===== src/rtl/vrre_pkg.sv =====
// Package for the voxel refinement rule evaluator: rule codes, item kinds, helpers.
package vrre_pkg;

  typedef enum logic [2:0] {
    RULE_WEIGHTED = 3'd0,
    RULE_CLASS    = 3'd1,
    RULE_PAT9     = 3'd2,
    RULE_PATCORN  = 3'd3,
    RULE_SEVEN    = 3'd4,
    RULE_HEIGHT   = 3'd5,
    RULE_NONE6    = 3'd6,
    RULE_NONE7    = 3'd7
  } rule_e;

  localparam logic KIND_LOAD = 1'b0;
  localparam logic KIND_EVAL = 1'b1;

  localparam logic CFG_RULE_SELECT = 1'b0;
  localparam logic CFG_UP_AXIS_Y   = 1'b1;

  localparam int unsigned WORD_BITS = 64;
  localparam int unsigned NUM_WORDS = 16;

  // Decision of stage 2: forced answer or genome lookup.
  typedef struct packed {
    logic       force_en;
    logic       force_val;
    logic [10:0] idx;
    logic       negate;
  } decide_t;

  function automatic logic nbit(input logic [26:0] n, input int a, input int b, input int c);
    nbit = n[(a + 1) + 3 * (b + 1) + 9 * (c + 1)];
  endfunction

  function automatic logic [8:0] perm_pat(input logic [2:0] s, input logic [2:0] t,
                                          input logic [2:0] v, input int p);
    logic [8:0] r;
    int q0, q1, q2;
    q0 = (p == 0 || p == 3) ? 0 : (p == 1 || p == 5) ? 1 : 2;
    q1 = (p == 0 || p == 4) ? 1 : (p == 1 || p == 3) ? 2 : 0;
    q2 = (p == 0 || p == 5) ? 2 : (p == 1) ? 0 : (p == 2 || p == 4) ? 1 : 1;
    if (p == 3) q2 = 1;
    if (p == 4) q2 = 0;
    r = {v[q2], v[q1], v[q0], t[q2], t[q1], t[q0], s[q2], s[q1], s[q0]};
    perm_pat = r;
  endfunction

endpackage


===== src/rtl/voxel_refinement_rule_eval_unit.sv =====
// Top level of the voxel refinement rule evaluator.
// Three-stage pipeline, one item per cycle; an accepted item passes the stage-1, stage-2 and
// output registers. Stage 1 forms counts, six permuted patterns and the rule-specific index;
// stage 2 takes the minimum pattern and resolves the thresholds into a forced value or a
// genome index; stage 3 reads the genome bit (16 x 64 flop words, one read and one load
// write per cycle) into the output register. A load item writes its genome word as it leaves
// stage 1, so evaluations ahead of it read the old word and those behind it the new one. The
// whole pipe advances unless the output holds a result that is stalled; loads produce no
// result. Config is to be written idle; the block itself does not enforce this.
module voxel_refinement_rule_eval_unit #(
  parameter int unsigned GENOME_BITS = 1024
) (
  input  logic        clk_i,
  input  logic        rst_ni,
  input  logic        cfg_we_i,
  input  logic        cfg_index_i,
  input  logic [2:0]  cfg_data_i,
  input  logic        in_valid_i,
  output logic        in_stall_o,
  input  logic        kind_i,
  input  logic [3:0]  word_index_i,
  input  logic [63:0] word_value_i,
  input  logic [26:0] neighbours_i,
  input  logic        y_odd_i,
  input  logic        z_odd_i,
  output logic        out_valid_o,
  input  logic        out_stall_i,
  output logic        filled_o
);

  localparam int unsigned GWORDS = GENOME_BITS / vrre_pkg::WORD_BITS;

  logic [2:0] rule_q;
  logic       upy_q;
  logic [63:0] genome_q [vrre_pkg::NUM_WORDS];

  logic adv;
  assign adv = !(out_valid_o && out_stall_i);
  assign in_stall_o = !adv;
  logic acc;
  assign acc = in_valid_i && adv;

  always_ff @(posedge clk_i or negedge rst_ni) begin
    if (!rst_ni) begin
      rule_q <= vrre_pkg::RULE_WEIGHTED;
      upy_q  <= 1'b0;
    end else if (cfg_we_i) begin
      unique case (cfg_index_i)
        vrre_pkg::CFG_RULE_SELECT: rule_q <= cfg_data_i;
        vrre_pkg::CFG_UP_AXIS_Y:   upy_q  <= cfg_data_i[0];
        default: ;
      endcase
    end
  end

  // ---------------- stage 1
  logic [26:0] n;
  assign n = neighbours_i;
  logic ctr, fourth;
  logic [2:0] s, t, v;
  logic [1:0] second, third, seventh, sec5, sev5;
  logic [3:0] cnt_d;
  logic [6:0] p1, p2;
  logic [7:0] wsum;
  logic [4:0] base8;
  logic [8:0] pats_d [6];
  logic [8:0] fidx_d;
  logic up_d;

  always_comb begin
    ctr = vrre_pkg::nbit(n, 0, 0, 0);
    s = {vrre_pkg::nbit(n, 0, 0, 1), vrre_pkg::nbit(n, 0, 1, 0), vrre_pkg::nbit(n, 1, 0, 0)};
    t = {vrre_pkg::nbit(n, 1, 1, 0), vrre_pkg::nbit(n, 1, 0, 1), vrre_pkg::nbit(n, 0, 1, 1)};
    v = {vrre_pkg::nbit(n, 0, 0, -1), vrre_pkg::nbit(n, 0, -1, 0), vrre_pkg::nbit(n, -1, 0, 0)};
    fourth = vrre_pkg::nbit(n, 1, 1, 1);
    second = 2'(s[0]) + 2'(s[1]) + 2'(s[2]);
    third = 2'(t[0]) + 2'(t[1]) + 2'(t[2]);
    seventh = 2'(v[0]) + 2'(v[1]) + 2'(v[2]);
    sec5 = upy_q ? 2'(s[0]) + 2'(s[2]) : 2'(s[0]) + 2'(s[1]);
    sev5 = upy_q ? 2'(v[0]) + 2'(v[2]) : 2'(v[0]) + 2'(v[1]);
    for (int p = 0; p < 6; p++) pats_d[p] = vrre_pkg::perm_pat(s, t, v, p);
    base8 = 5'(ctr) + 5'(s[0]) + 5'(s[1]) + 5'(s[2]) + 5'(t[0]) + 5'(t[1]) + 5'(t[2])
          + 5'(fourth);
    wsum = {base8[4:0], 3'b000};
    wsum = wsum + (ctr ? 8'd24 : 8'd0);
    for (int kk = 0; kk < 2; kk++) begin
      for (int jj = 0; jj < 2; jj++) begin
        wsum = wsum + 8'(4 * vrre_pkg::nbit(n, -1, jj, kk)) + 8'(4 * vrre_pkg::nbit(n, jj, -1, kk))
             + 8'(4 * vrre_pkg::nbit(n, jj, kk, -1));
      end
      wsum = wsum + 8'(2 * vrre_pkg::nbit(n, kk, -1, -1)) + 8'(2 * vrre_pkg::nbit(n, -1, kk, -1))
           + 8'(2 * vrre_pkg::nbit(n, -1, -1, kk));
    end
    p1 = {v[2], v[1], v[0], s[2], s[1], s[0], ctr};
    p2 = upy_q ? {v[0], v[1], v[2], s[0], s[1], s[2], ctr}
               : {v[2], v[0], v[1], s[2], s[0], s[1], ctr};
    cnt_d = 4'd0;
    fidx_d = 9'd0;
    up_d = upy_q ? ~y_odd_i : z_odd_i;
    case (rule_q)
      vrre_pkg::RULE_WEIGHTED: begin
        cnt_d = base8[3:0];
        fidx_d = 9'(wsum);
      end
      vrre_pkg::RULE_CLASS: begin
        cnt_d = 4'(ctr) + 4'(second) + 4'(third) + 4'(fourth);
        fidx_d = 9'({ctr, second, 3'b000}) + 9'({third, 2'b00}) + 9'(fourth);
      end
      vrre_pkg::RULE_PAT9: cnt_d = 4'(ctr) + 4'(second) + 4'(third) + 4'(seventh);
      vrre_pkg::RULE_PATCORN:
        cnt_d = 4'(ctr) + 4'(second) + 4'(third) + 4'(fourth) + 4'(seventh);
      vrre_pkg::RULE_SEVEN: begin
        cnt_d = 4'(ctr) + 4'(second);
        fidx_d = 9'((p1 < p2) ? p1 : p2);
      end
      vrre_pkg::RULE_HEIGHT: begin
        cnt_d = 4'(ctr) + 4'(sec5) + 4'(third) + 4'(fourth) + 4'(sev5);
        fidx_d = 9'({sev5, 6'd0}) + 9'({ctr, 5'd0}) + 9'({sec5, 3'd0}) + 9'({third, 2'd0})
               + 9'(fourth);
      end
      default: ;
    endcase
  end

  logic v1_q, ctr1_q, four1_q, up1_q;
  logic [2:0] rule1_q;
  logic [3:0] cnt1_q;
  logic [8:0] fidx1_q;
  logic [8:0] pats1_q [6];
  logic        ld1_q;
  logic [3:0]  ldw1_q;
  logic [63:0] ldv1_q;

  always_ff @(posedge clk_i or negedge rst_ni) begin
    if (!rst_ni) begin
      v1_q  <= 1'b0;
      ld1_q <= 1'b0;
    end else if (adv) begin
      v1_q  <= acc && kind_i == vrre_pkg::KIND_EVAL;
      ld1_q <= acc && kind_i == vrre_pkg::KIND_LOAD && 32'(word_index_i) < GWORDS;
    end
  end
  always_ff @(posedge clk_i) begin
    if (adv) begin
      ctr1_q <= ctr; four1_q <= fourth; up1_q <= up_d; rule1_q <= rule_q;
      cnt1_q <= cnt_d; fidx1_q <= fidx_d; pats1_q <= pats_d;
      ldw1_q <= word_index_i; ldv1_q <= word_value_i;
    end
  end

  // load leaves stage 1 in item order with the evaluations around it
  always_ff @(posedge clk_i) begin
    if (adv && ld1_q)
      genome_q[ldw1_q] <= ldv1_q;
  end

  // ---------------- stage 2
  vrre_pkg::decide_t dec_d, dec2_q;
  logic [8:0] mp;
  logic [4:0] wi;
  logic [10:0] ix;
  logic v2_q;

  always_comb begin
    mp = pats1_q[0];
    for (int p = 1; p < 6; p++) if (pats1_q[p] < mp) mp = pats1_q[p];
    wi = 5'((fidx1_q[7:0] + 8'd2) >> 3);
    ix = '0;
    dec_d = '0;
    case (rule1_q)
      vrre_pkg::RULE_WEIGHTED: begin
        if (cnt1_q == 4'd0) dec_d.force_en = 1'b1;
        else if (cnt1_q == 4'd8) begin dec_d.force_en = 1'b1; dec_d.force_val = 1'b1; end
        else if (wi <= 5'd3) dec_d.force_en = 1'b1;
        else if (wi >= 5'd16) begin dec_d.force_en = 1'b1; dec_d.force_val = 1'b1; end
        else if (wi < 5'd10) dec_d.idx = 11'(wi);
        else begin dec_d.idx = 11'(5'd15 - wi); dec_d.negate = 1'b1; end
      end
      vrre_pkg::RULE_CLASS: begin
        if (cnt1_q <= 4'd2) dec_d.force_en = 1'b1;
        else if (cnt1_q >= 4'd6) begin dec_d.force_en = 1'b1; dec_d.force_val = 1'b1; end
        else dec_d.idx = 11'(fidx1_q);
      end
      vrre_pkg::RULE_PAT9: begin
        ix = 11'({mp, ctr1_q});
        if (cnt1_q <= 4'd3) dec_d.force_en = 1'b1;
        else if (cnt1_q >= 4'd7) begin dec_d.force_en = 1'b1; dec_d.force_val = 1'b1; end
        else if (ix <= 11'd511) dec_d.idx = ix;
        else begin dec_d.idx = 11'd1023 - ix; dec_d.negate = 1'b1; end
      end
      vrre_pkg::RULE_PATCORN: begin
        ix = {mp, four1_q, ctr1_q};
        if (cnt1_q <= 4'd3) dec_d.force_en = 1'b1;
        else if (cnt1_q >= 4'd8) begin dec_d.force_en = 1'b1; dec_d.force_val = 1'b1; end
        else if (ix <= 11'd1023) dec_d.idx = ix;
        else begin dec_d.idx = 11'd2047 - ix; dec_d.negate = 1'b1; end
      end
      vrre_pkg::RULE_SEVEN: begin
        if (cnt1_q < 4'd1) dec_d.force_en = 1'b1;
        else if (cnt1_q > 4'd3) begin dec_d.force_en = 1'b1; dec_d.force_val = 1'b1; end
        else if (fidx1_q < 9'd64) dec_d.idx = 11'(fidx1_q);
        else dec_d.idx = 11'(9'd127 - fidx1_q);
      end
      vrre_pkg::RULE_HEIGHT: begin
        if (cnt1_q <= 4'd3) dec_d.force_en = 1'b1;
        else if (cnt1_q >= 4'd6) begin dec_d.force_en = 1'b1; dec_d.force_val = 1'b1; end
        else if (fidx1_q < 9'd160) dec_d.idx = 11'(fidx1_q) + (up1_q ? 11'd160 : 11'd0);
        else begin
          dec_d.idx = 11'(9'd319 - fidx1_q) + (up1_q ? 11'd160 : 11'd0);
          dec_d.negate = 1'b1;
        end
      end
      default: dec_d.force_en = 1'b1;
    endcase
  end

  always_ff @(posedge clk_i or negedge rst_ni) begin
    if (!rst_ni) v2_q <= 1'b0;
    else if (adv) v2_q <= v1_q;
  end
  always_ff @(posedge clk_i) begin
    if (adv) dec2_q <= dec_d;
  end

  // ---------------- stage 3
  logic bit3, fill_d, out_v_q, fill_q;
  always_comb begin
    bit3 = 1'b0;
    if (32'(dec2_q.idx) < GENOME_BITS && dec2_q.idx < 11'd1024)
      bit3 = genome_q[dec2_q.idx[9:6]][dec2_q.idx[5:0]];
    fill_d = dec2_q.force_en ? dec2_q.force_val : (bit3 ^ dec2_q.negate);
  end

  always_ff @(posedge clk_i or negedge rst_ni) begin
    if (!rst_ni) out_v_q <= 1'b0;
    else if (adv) out_v_q <= v2_q;
  end
  always_ff @(posedge clk_i) begin
    if (adv) fill_q <= fill_d;
  end

  assign out_valid_o = out_v_q;
  assign filled_o = fill_q;

`ifndef NO_ASSERTIONS
  a_stall_hold: assert property (@(posedge clk_i) disable iff (!rst_ni)
    out_valid_o && out_stall_i |=> out_valid_o && $stable(filled_o))
    else $error("result changed while stalled");
  a_in_stall: assert property (@(posedge clk_i) disable iff (!rst_ni)
    in_stall_o |-> out_valid_o)
    else $error("input stalled without pending result");
  a_pipe: assert property (@(posedge clk_i) disable iff (!rst_ni)
    adv && v2_q |=> out_valid_o)
    else $error("item lost in last stage");
`endif

endmodule

===== config.mk =====
export PLATFORM = sky130hd
export DESIGN_NAME = voxel_refinement_rule_eval_unit
export DESIGN_NICKNAME = d
export VERILOG_FILES = /design/src/rtl/vrre_pkg.sv /design/src/rtl/voxel_refinement_rule_eval_unit.sv
export SDC_FILE = /design/constraint.sdc
export NUM_CORES = 1
export LEC_CHECK = 0
export BUFFER_PORTS_ARGS = -buffer_cell sky130_fd_sc_hd__buf_4
export CAP_MARGIN = 10
export CORE_ASPECT_RATIO = 0.9
export CORE_MARGIN = 8
export CORE_UTILIZATION = 40
export DETAILED_ROUTE_END_ITERATION = 8
export PLACE_DENSITY = 0.64
export RECOVER_POWER = 25
export SETUP_SLACK_MARGIN = 0.02
export SYNTH_ARGS = -nofsm -noshare
export SYNTH_HDL_FRONTEND = slang
export SYNTH_SLANG_ARGS = --single-unit
export TNS_END_PERCENT = 1

===== constraint.sdc =====
create_clock -name clk_i -period 14.8 [get_ports clk_i]
set_input_delay 1.48 -clock clk_i [delete_from_list [all_inputs] [get_ports clk_i]]
set_output_delay 1.48 -clock clk_i [all_outputs]
set_load 0.005 [all_outputs]

==> flow_metrics.env, run 1 <==
export IMPL_outcome="finished clean"
export IMPL_dp_hpwl_um=59300
export IMPL_place_area_um2=50700
export IMPL_drt_first_pass_iters=5
export IMPL_synth_compound_area_share_pct=2.87
export IMPL_clock_skew_ns=0.0176
export IMPL_path_class="register to register"
export IMPL_combPwrFrac_pct=27.2
export IMPL_synth_xor_area_share_pct=0.879
export IMPL_swShare_pct=28.6
export IMPL_drt_iter0_markers=2285
export IMPL_vdd_ir_drop_max_uv=126
export IMPL_cts_buffers=111
export IMPL_synth_seq_area_share_pct=71.8
export IMPL_cp_arrival_ns=13.90
export IMPL_use_met1_pct=22.9
export IMPL_slowest_delay_ns=0.84
export IMPL_grt_pass1_vias=24500
export IMPL_synth_adder_area_share_pct=3.51
export IMPL_wl_per_cell_um=25.3
export IMPL_die_height_um=344
export IMPL_grt_pass1_wl_um=157000
export IMPL_synth_simple_area_share_pct=2.46
export IMPL_fin_area_um2=54200
export IMPL_power_density_nw_per_um2=170
export IMPL_synth_top_cell_area_share_pct=71.3
export IMPL_nets=2696
export IMPL_grtUsageMet3_pct=2.41
export IMPL_synth_area_leaders="edfxtp_1 (71%), mux4_2 (16%), ha_1 (2.5%), fa_1 (1.0%), mux2i_1 (0.61%)"
export IMPL_hold_violations=0
export IMPL_route_detailed_drc=0
export IMPL_power_switching_mw=2.63
export IMPL_cts_tree="done"
export IMPL_cts_root_buffer="clkbuf_16"
export IMPL_ys_flop_type="edfxtp_1"
export IMPL_p_int_mw=6.59
export IMPL_fin_crit_sh_pct=91.1
export IMPL_insertion_delay_ns=0.67
export IMPL_busiest_layer="met2"
export IMPL_hold_path_class="register to register"
export IMPL_grt_usage_pct=15.8
export IMPL_endpoint_kind="register"
export IMPL_synth_top_family_by_area="multiplexers"
export IMPL_synth_edf_count=1135
export IMPL_setup_viol=0
export IMPL_synth_fp_nets=2542
export IMPL_setup_tns_ns=0
export IMPL_routed_wl_um=105000
export IMPL_vias=23100
export IMPL_avgSynthCellArea_um2=20.7
export IMPL_hold_start="dec2_q[10]$_DFFE_PN_"
export IMPL_place_port_buffers=108
export IMPL_path_max_fanout=19
export IMPL_slew_viol_final=0
export IMPL_synth_distinct_cells=71
export IMPL_worstRegToRegCells=48
export IMPL_grt_overflow=0
export IMPL_fp_dieW_um=380
export IMPL_ios=110
export IMPL_vias_per_cell=5.58
export IMPL_h_tree_depth=3
export IMPL_dieArea_um2=131000
export IMPL_grt_use_met2_pct=25.4
export IMPL_diodes=0
export IMPL_core_area_um2=119000
export IMPL_cpMostUsedCell="a21o_1"
export IMPL_synth_warnings=0
export IMPL_synthArstFlopShare_pct=0.697
export IMPL_syn_to_final_growth_pct=13.3
export IMPL_antenna_found_initial=2
export IMPL_ff2ff_setup_slack_ns=1.32
export IMPL_max_cap_violations=0
export IMPL_grt_max_degree=157
export IMPL_cts_hold_buf=0
export IMPL_worst_pin_slew_ns=1.08
export IMPL_clockBufferDepth=3
export IMPL_rsz0062_at_grt="false"
export IMPL_r2r_start="pats1_q[43]$_DFFE_PN_"
export IMPL_holdPathStages=2
export IMPL_required_ns=15.22
export IMPL_final_antenna_net_count=0
export IMPL_gp_congestion=0.806
export IMPL_drive_above_1_share_pct=27.5
export IMPL_yosys_area_top_type="edfxtp_1"
export IMPL_ys_ff_latch=1147
export IMPL_relSlewSlack_pct=27.8
export IMPL_synthesis_area_um2=47800
export IMPL_cp_slowest_cell="edfxtp_1"
export IMPL_reg2reg_to="dec2_q[3]$_DFFE_PN_"
export IMPL_cts_sinks=1147
export IMPL_cts_setup_buffers=0
export IMPL_clkSlewWorstSetupHoldPaths_ns=0.06
export IMPL_p_leak_nw=17.4
export IMPL_synthMuxAreaShare_pct=17.1
export IMPL_netlist_instances=2316
export IMPL_power_frac_clock_pct=29.6
export IMPL_rows=120
export IMPL_max_freq_mhz=74.2
export IMPL_hold_ws_ns=0.477
export IMPL_period_minus_slack_ns=13.48
export IMPL_start_util_pct=40.3
export IMPL_seq_power_share_pct=43.2
export IMPL_critPathLaunchType="register"
export IMPL_cts_resized_gates=0
==> cell type report <==
class	instances	area, um2
Clock inverter	72	609
Inverter	58	218
Clock buffer	133	2920
Multi-Input combinational cell	1000	12900
Sequential cell	1147	34400
Timing Repair Buffer	152	1150
Fill cell	9800	64600
Tap cell	1586	1980
==> power by group through the flow <==
| stage | Sequential [mW] | Combinational [mW] | Clock (mW) |
|---|---|---|---|
| finish | 3.98 | 2.51 | 2.73 |
| global route | 4.01 | 2.72 | 2.91 |
| CTS | 3.99 | 2.54 | 2.80 |
| detailed placement | 4.05 | 2.53 | 0 |
| global placement | 4.03 | 2.49 | 0 |
| floorplan | 3.92 | 1.97 | 0 |
==> stage by stage <==
| step | util [%] | std cells | total power [mW] | worst slack [ns] |
|---|---|---|---|---|
| 6_report | 45.6 | 4148 | 9.22 | 1.32 |
| 5_1_grt | 45.6 | 4148 | 9.63 | 0.393 |
| 4_1_cts | 45.6 | 4148 | 9.33 | 1.52 |
| 3_5_place_dp | 42.7 | 3943 | 6.59 | 1.56 |
| 3_3_place_gp | 42.7 | 3943 | 6.53 | 1.59 |
| 2_1_floorplan | - | 2316 | 5.89 | 3.84 |
==> sequential cells by signal (all words and copies together), names as in the netlist, named ones only <==
signal / cells
cnt1_q: 4
ctr1_q: 1
dec2_q: 14
fidx1_q: 9
filled_o: 1
four1_q: 1
genome_q: 1024
ld1_q: 1
ldv1_q: 64
ldw1_q: 4
out_valid_o: 1
pats1_q: 9
rule1_q: 3
rule_q: 3
up1_q: 1
upy_q: 1
v1_q: 1
v2_q: 1
==> metal layers <==
layer | vias up | share of wire [%]
li1 | 9955 | -
met1 | 12300 | 45
met2 | 741 | 48
met3 | 135 | 5.8
met4 | 0 | 1.7
met5 | - | 0
==> synth_stat cells (all sizes together), types with 28 or more instances <==
cell,number
ha,94
mux4,342
o21ai,50
nand2,71
clkbuf,69
buf,42
edfxtp,1135
inv,56
a21oi,50
nor2,68
xnor2,28
mux2i,29
==> layout by cell type, fill, tap and decap left out, types with 20 or more instances in the layout <==
| cell | count |
|---|---|
| buf_4 | 150 |
| ha_1 | 94 |
| a21oi_1 | 49 |
| mux2i_1 | 29 |
| clkinv_1 | 26 |
| inv_1 | 56 |
| clkbuf_16 | 114 |
| nand2_1 | 70 |
| clkinv_2 | 23 |
| o21ai_0 | 47 |
| clkbuf_1 | 20 |
| edfxtp_1 | 1135 |
| xnor2_1 | 28 |
| fa_1 | 25 |
| xor2_1 | 20 |
| mux4_2 | 342 |
| nor2_1 | 56 |
==> worst max-delay path: cells and delay by family, from the launching register on <==
| kind | cells | cell delay (ns) |
|---|---|---|
| XOR/XNOR | 1 | 0.19 |
| flip-flops | 1 | 0.84 |
| AND/OR/NAND/NOR | 9 | 1.51 |
| multiplexers | 4 | 1.47 |
| buffers and inverters | 3 | 0.44 |
| AO/OA/AOI/OAI | 26 | 7.10 |
| adder cells (fa/ha/maj) | 5 | 1.65 |
==> cell families after synthesis <==
group,count (synthesis)
AOI/OAI and AO/OA,205
xor gates and xnor gates,48
adders and majority gates,119
buffers and inverters,169
DFF,1147
muxes,386
and+or+nand+nor,242
==> worst max-delay path by stage <==
stage                          start  slack [ns]  cells past startpoint                   to
3_3_place_gp   pats1_q[43]$_DFFE_PN_        1.59                     48  dec2_q[3]$_DFFE_PN_
6_report       pats1_q[43]$_DFFE_PN_        1.32                     48  dec2_q[3]$_DFFE_PN_
4_1_cts        pats1_q[43]$_DFFE_PN_        1.52                     48  dec2_q[3]$_DFFE_PN_
2_1_floorplan  pats1_q[51]$_DFFE_PN_        3.84                     52  dec2_q[3]$_DFFE_PN_
3_5_place_dp   pats1_q[43]$_DFFE_PN_        1.56                     48  dec2_q[3]$_DFFE_PN_
5_1_grt        pats1_q[43]$_DFFE_PN_        0.39                     48  dec2_q[3]$_DFFE_PN_
Power figures use the tool's default switching activity.
==> run 2, diff against run 1 <==
Settings changed: CELL_PAD_IN_SITES_DETAIL_PLACEMENT set to 1, CELL_PAD_IN_SITES_GLOBAL_PLACEMENT set to 2, PLACE_DENSITY 0.64 to 0.75.
==> run 2 against run 1 <==
First-iteration DRC count fell by 14%. Critical path depth up 1. Final area up 0.29%. Via count is 1.1% higher. Largest power group unchanged.
==> flow_metrics.env, run 2 (same netlist as run 1, synthesis figures left out) <==
export IMPL_outcome="finished clean"
export IMPL_p_int_mw=6.70
export IMPL_drt_first_pass_iters=5
export IMPL_routed_wl_um=112000
export IMPL_place_area_um2=50600
export IMPL_period_minus_slack_ns=13.12
export IMPL_slowest_delay_ns=0.90
export IMPL_cts_setup_buffers=0
export IMPL_fp_dieW_um=380
export IMPL_ios=110
export IMPL_power_frac_clock_pct=30.5
export IMPL_ff2ff_setup_slack_ns=1.68
export IMPL_critPathBufInv=4
export IMPL_dieArea_um2=131000
export IMPL_cts_buffers=111
export IMPL_insertion_delay_ns=0.70
export IMPL_cts_hold_buf=0
export IMPL_gp_congestion=0.777
export IMPL_setup_viol=0
export IMPL_cpMostUsedCell="a21o_1"
export IMPL_combPwrFrac_pct=26.8
export IMPL_cts_root_buffer="clkbuf_16"
export IMPL_vdd_ir_drop_max_uv=121
export IMPL_worstRegToRegCells=49
export IMPL_p_total_mw=9.42
export IMPL_start_util_pct=40.3
export IMPL_power_density_nw_per_um2=173
export IMPL_grt_pass1_vias=25300
export IMPL_slew_viol_final=0
export IMPL_fin_crit_sh_pct=88.7
export IMPL_cts_tree="done"
export IMPL_largest_reg_flops=1024
export IMPL_route_detailed_drc=0
export IMPL_seq_power_share_pct=42.7
export IMPL_wl_per_cell_um=27.0
export IMPL_cts_resized_gates=0
export IMPL_max_cap_violations=0
export IMPL_power_switching_mw=2.73
export IMPL_cts_sinks=1147
export IMPL_vias_per_cell=5.64
export IMPL_place_port_buffers=108
export IMPL_hold_ws_ns=0.476
export IMPL_hold_path_class="register to register"
export IMPL_reg_largest_list="genome_q (1024), ldv1_q (64), dec2_q (14)"
export IMPL_die_height_um=344
export IMPL_grt_usage_pct=16.9
export IMPL_vias=23400
export IMPL_clockBufferDepth=3
export IMPL_endpoint_kind="register"
export IMPL_drive_above_1_share_pct=27.4
export IMPL_layout_commonest_cell="edfxtp_1"
export IMPL_path_max_fanout=19
export IMPL_h_tree_depth=3
export IMPL_clock_skew_ns=0.0161
export IMPL_holdPathEnd="v1_q$_DFFE_PN0N_"
export IMPL_nets=2693
export IMPL_core_area_um2=119000
export IMPL_reg2reg_to="dec2_q[2]$_DFFE_PN_"
export IMPL_p_leak_nw=17.5
export IMPL_grt_overflow=0
export IMPL_cp_arrival_ns=13.56
export IMPL_hold_start="v1_q$_DFFE_PN0N_"
export IMPL_swShare_pct=28.9
export IMPL_grt_pass1_wl_um=167000
export IMPL_diodes=0
export IMPL_fin_area_um2=54400
export IMPL_r2r_start="pats1_q[43]$_DFFE_PN_"
export IMPL_path_class="register to register"
export IMPL_rows=120
export IMPL_setup_tns_ns=0
export IMPL_required_ns=15.24
export IMPL_syn_to_final_growth_pct=13.6
export IMPL_grt_max_degree=133
export IMPL_drt_iter0_markers=1959
export IMPL_final_antenna_net_count=0
export IMPL_max_freq_mhz=76.2
export IMPL_relSlewSlack_pct=22.8
export IMPL_regMostFlops="genome_q"
export IMPL_critPathTopFamily="compound AO/OA/AOI/OAI gates"
export IMPL_rsz0062_at_grt="false"
export IMPL_worst_pin_slew_ns=1.15
export IMPL_dp_hpwl_um=63100
export IMPL_critPathLaunchType="register"
export IMPL_clkSlewWorstSetupHoldPaths_ns=0.07
export IMPL_cp_slowest_cell="o21ai_1"
export IMPL_antenna_found_initial=3
export IMPL_layout_common_cells="edfxtp_1 (1135), mux4_2 (342), buf_4 (147)"
export IMPL_utilization_pct=45.8
export IMPL_holdPathStages=2
export IMPL_hold_violations=0
run 2: metal layers:
| layer | GRT usage (%) | vias to the layer above | wire length (um) |
|---|---|---|---|
| li1 | - | 9961 | - |
| met2 | 27.4 | 677 | 53000 |
| met4 | 4.15 | 0 | 2280 |
| met5 | 0 | - | 0 |
| met3 | 2.70 | 139 | 6290 |
| met1 | 23.9 | 12600 | 50400 |
run 2: area by class of cell:
type	instances	area (um2)
clock buffer	126	2860
clock inverter	82	857
fill	10900	64400
inverter	58	218
multi-input combinational	1000	12900
sequential	1147	34400
tap	1586	1980
timing repair buffer	149	1130
run 2: per-stage QoR:
stage,cells,setup WS (ns)
final,4148,1.68
after global routing,4148,0.578
after CTS,4148,1.69
after detailed placement,3940,1.73
after global placement,3940,2.01
after floorplan,2316,3.84
run 2: worst min-delay path, stage by stage (launching register included):
cell and delay [ns]:
dfrtp_1 0.35, nand2_1 0.05, nand2_1 0.05
run 2: how the worst max path moves through the flow:
stage	from	endpoint	slack [ns]	cells past startpoint
after floorplan	pats1_q[51]$_DFFE_PN_	dec2_q[3]$_DFFE_PN_	3.84	52
after global placement	pats1_q[43]$_DFFE_PN_	dec2_q[3]$_DFFE_PN_	2.01	49
after detailed placement	pats1_q[43]$_DFFE_PN_	dec2_q[2]$_DFFE_PN_	1.73	49
after CTS	pats1_q[43]$_DFFE_PN_	dec2_q[3]$_DFFE_PN_	1.69	49
after global routing	pats1_q[43]$_DFFE_PN_	dec2_q[3]$_DFFE_PN_	0.58	49
final	pats1_q[43]$_DFFE_PN_	dec2_q[2]$_DFFE_PN_	1.68	49
run 2: power groups by stage:
stage / combinational [mW] / sequential (mW) / clock [mW]
3_3_place_gp: 2.49 / 4.07 / 0
6_report: 2.53 / 4.02 / 2.87
5_1_grt: 2.74 / 4.05 / 3.04
3_5_place_dp: 2.54 / 4.09 / 0
4_1_cts: 2.56 / 4.03 / 2.94
2_1_floorplan: 1.97 / 3.92 / 0
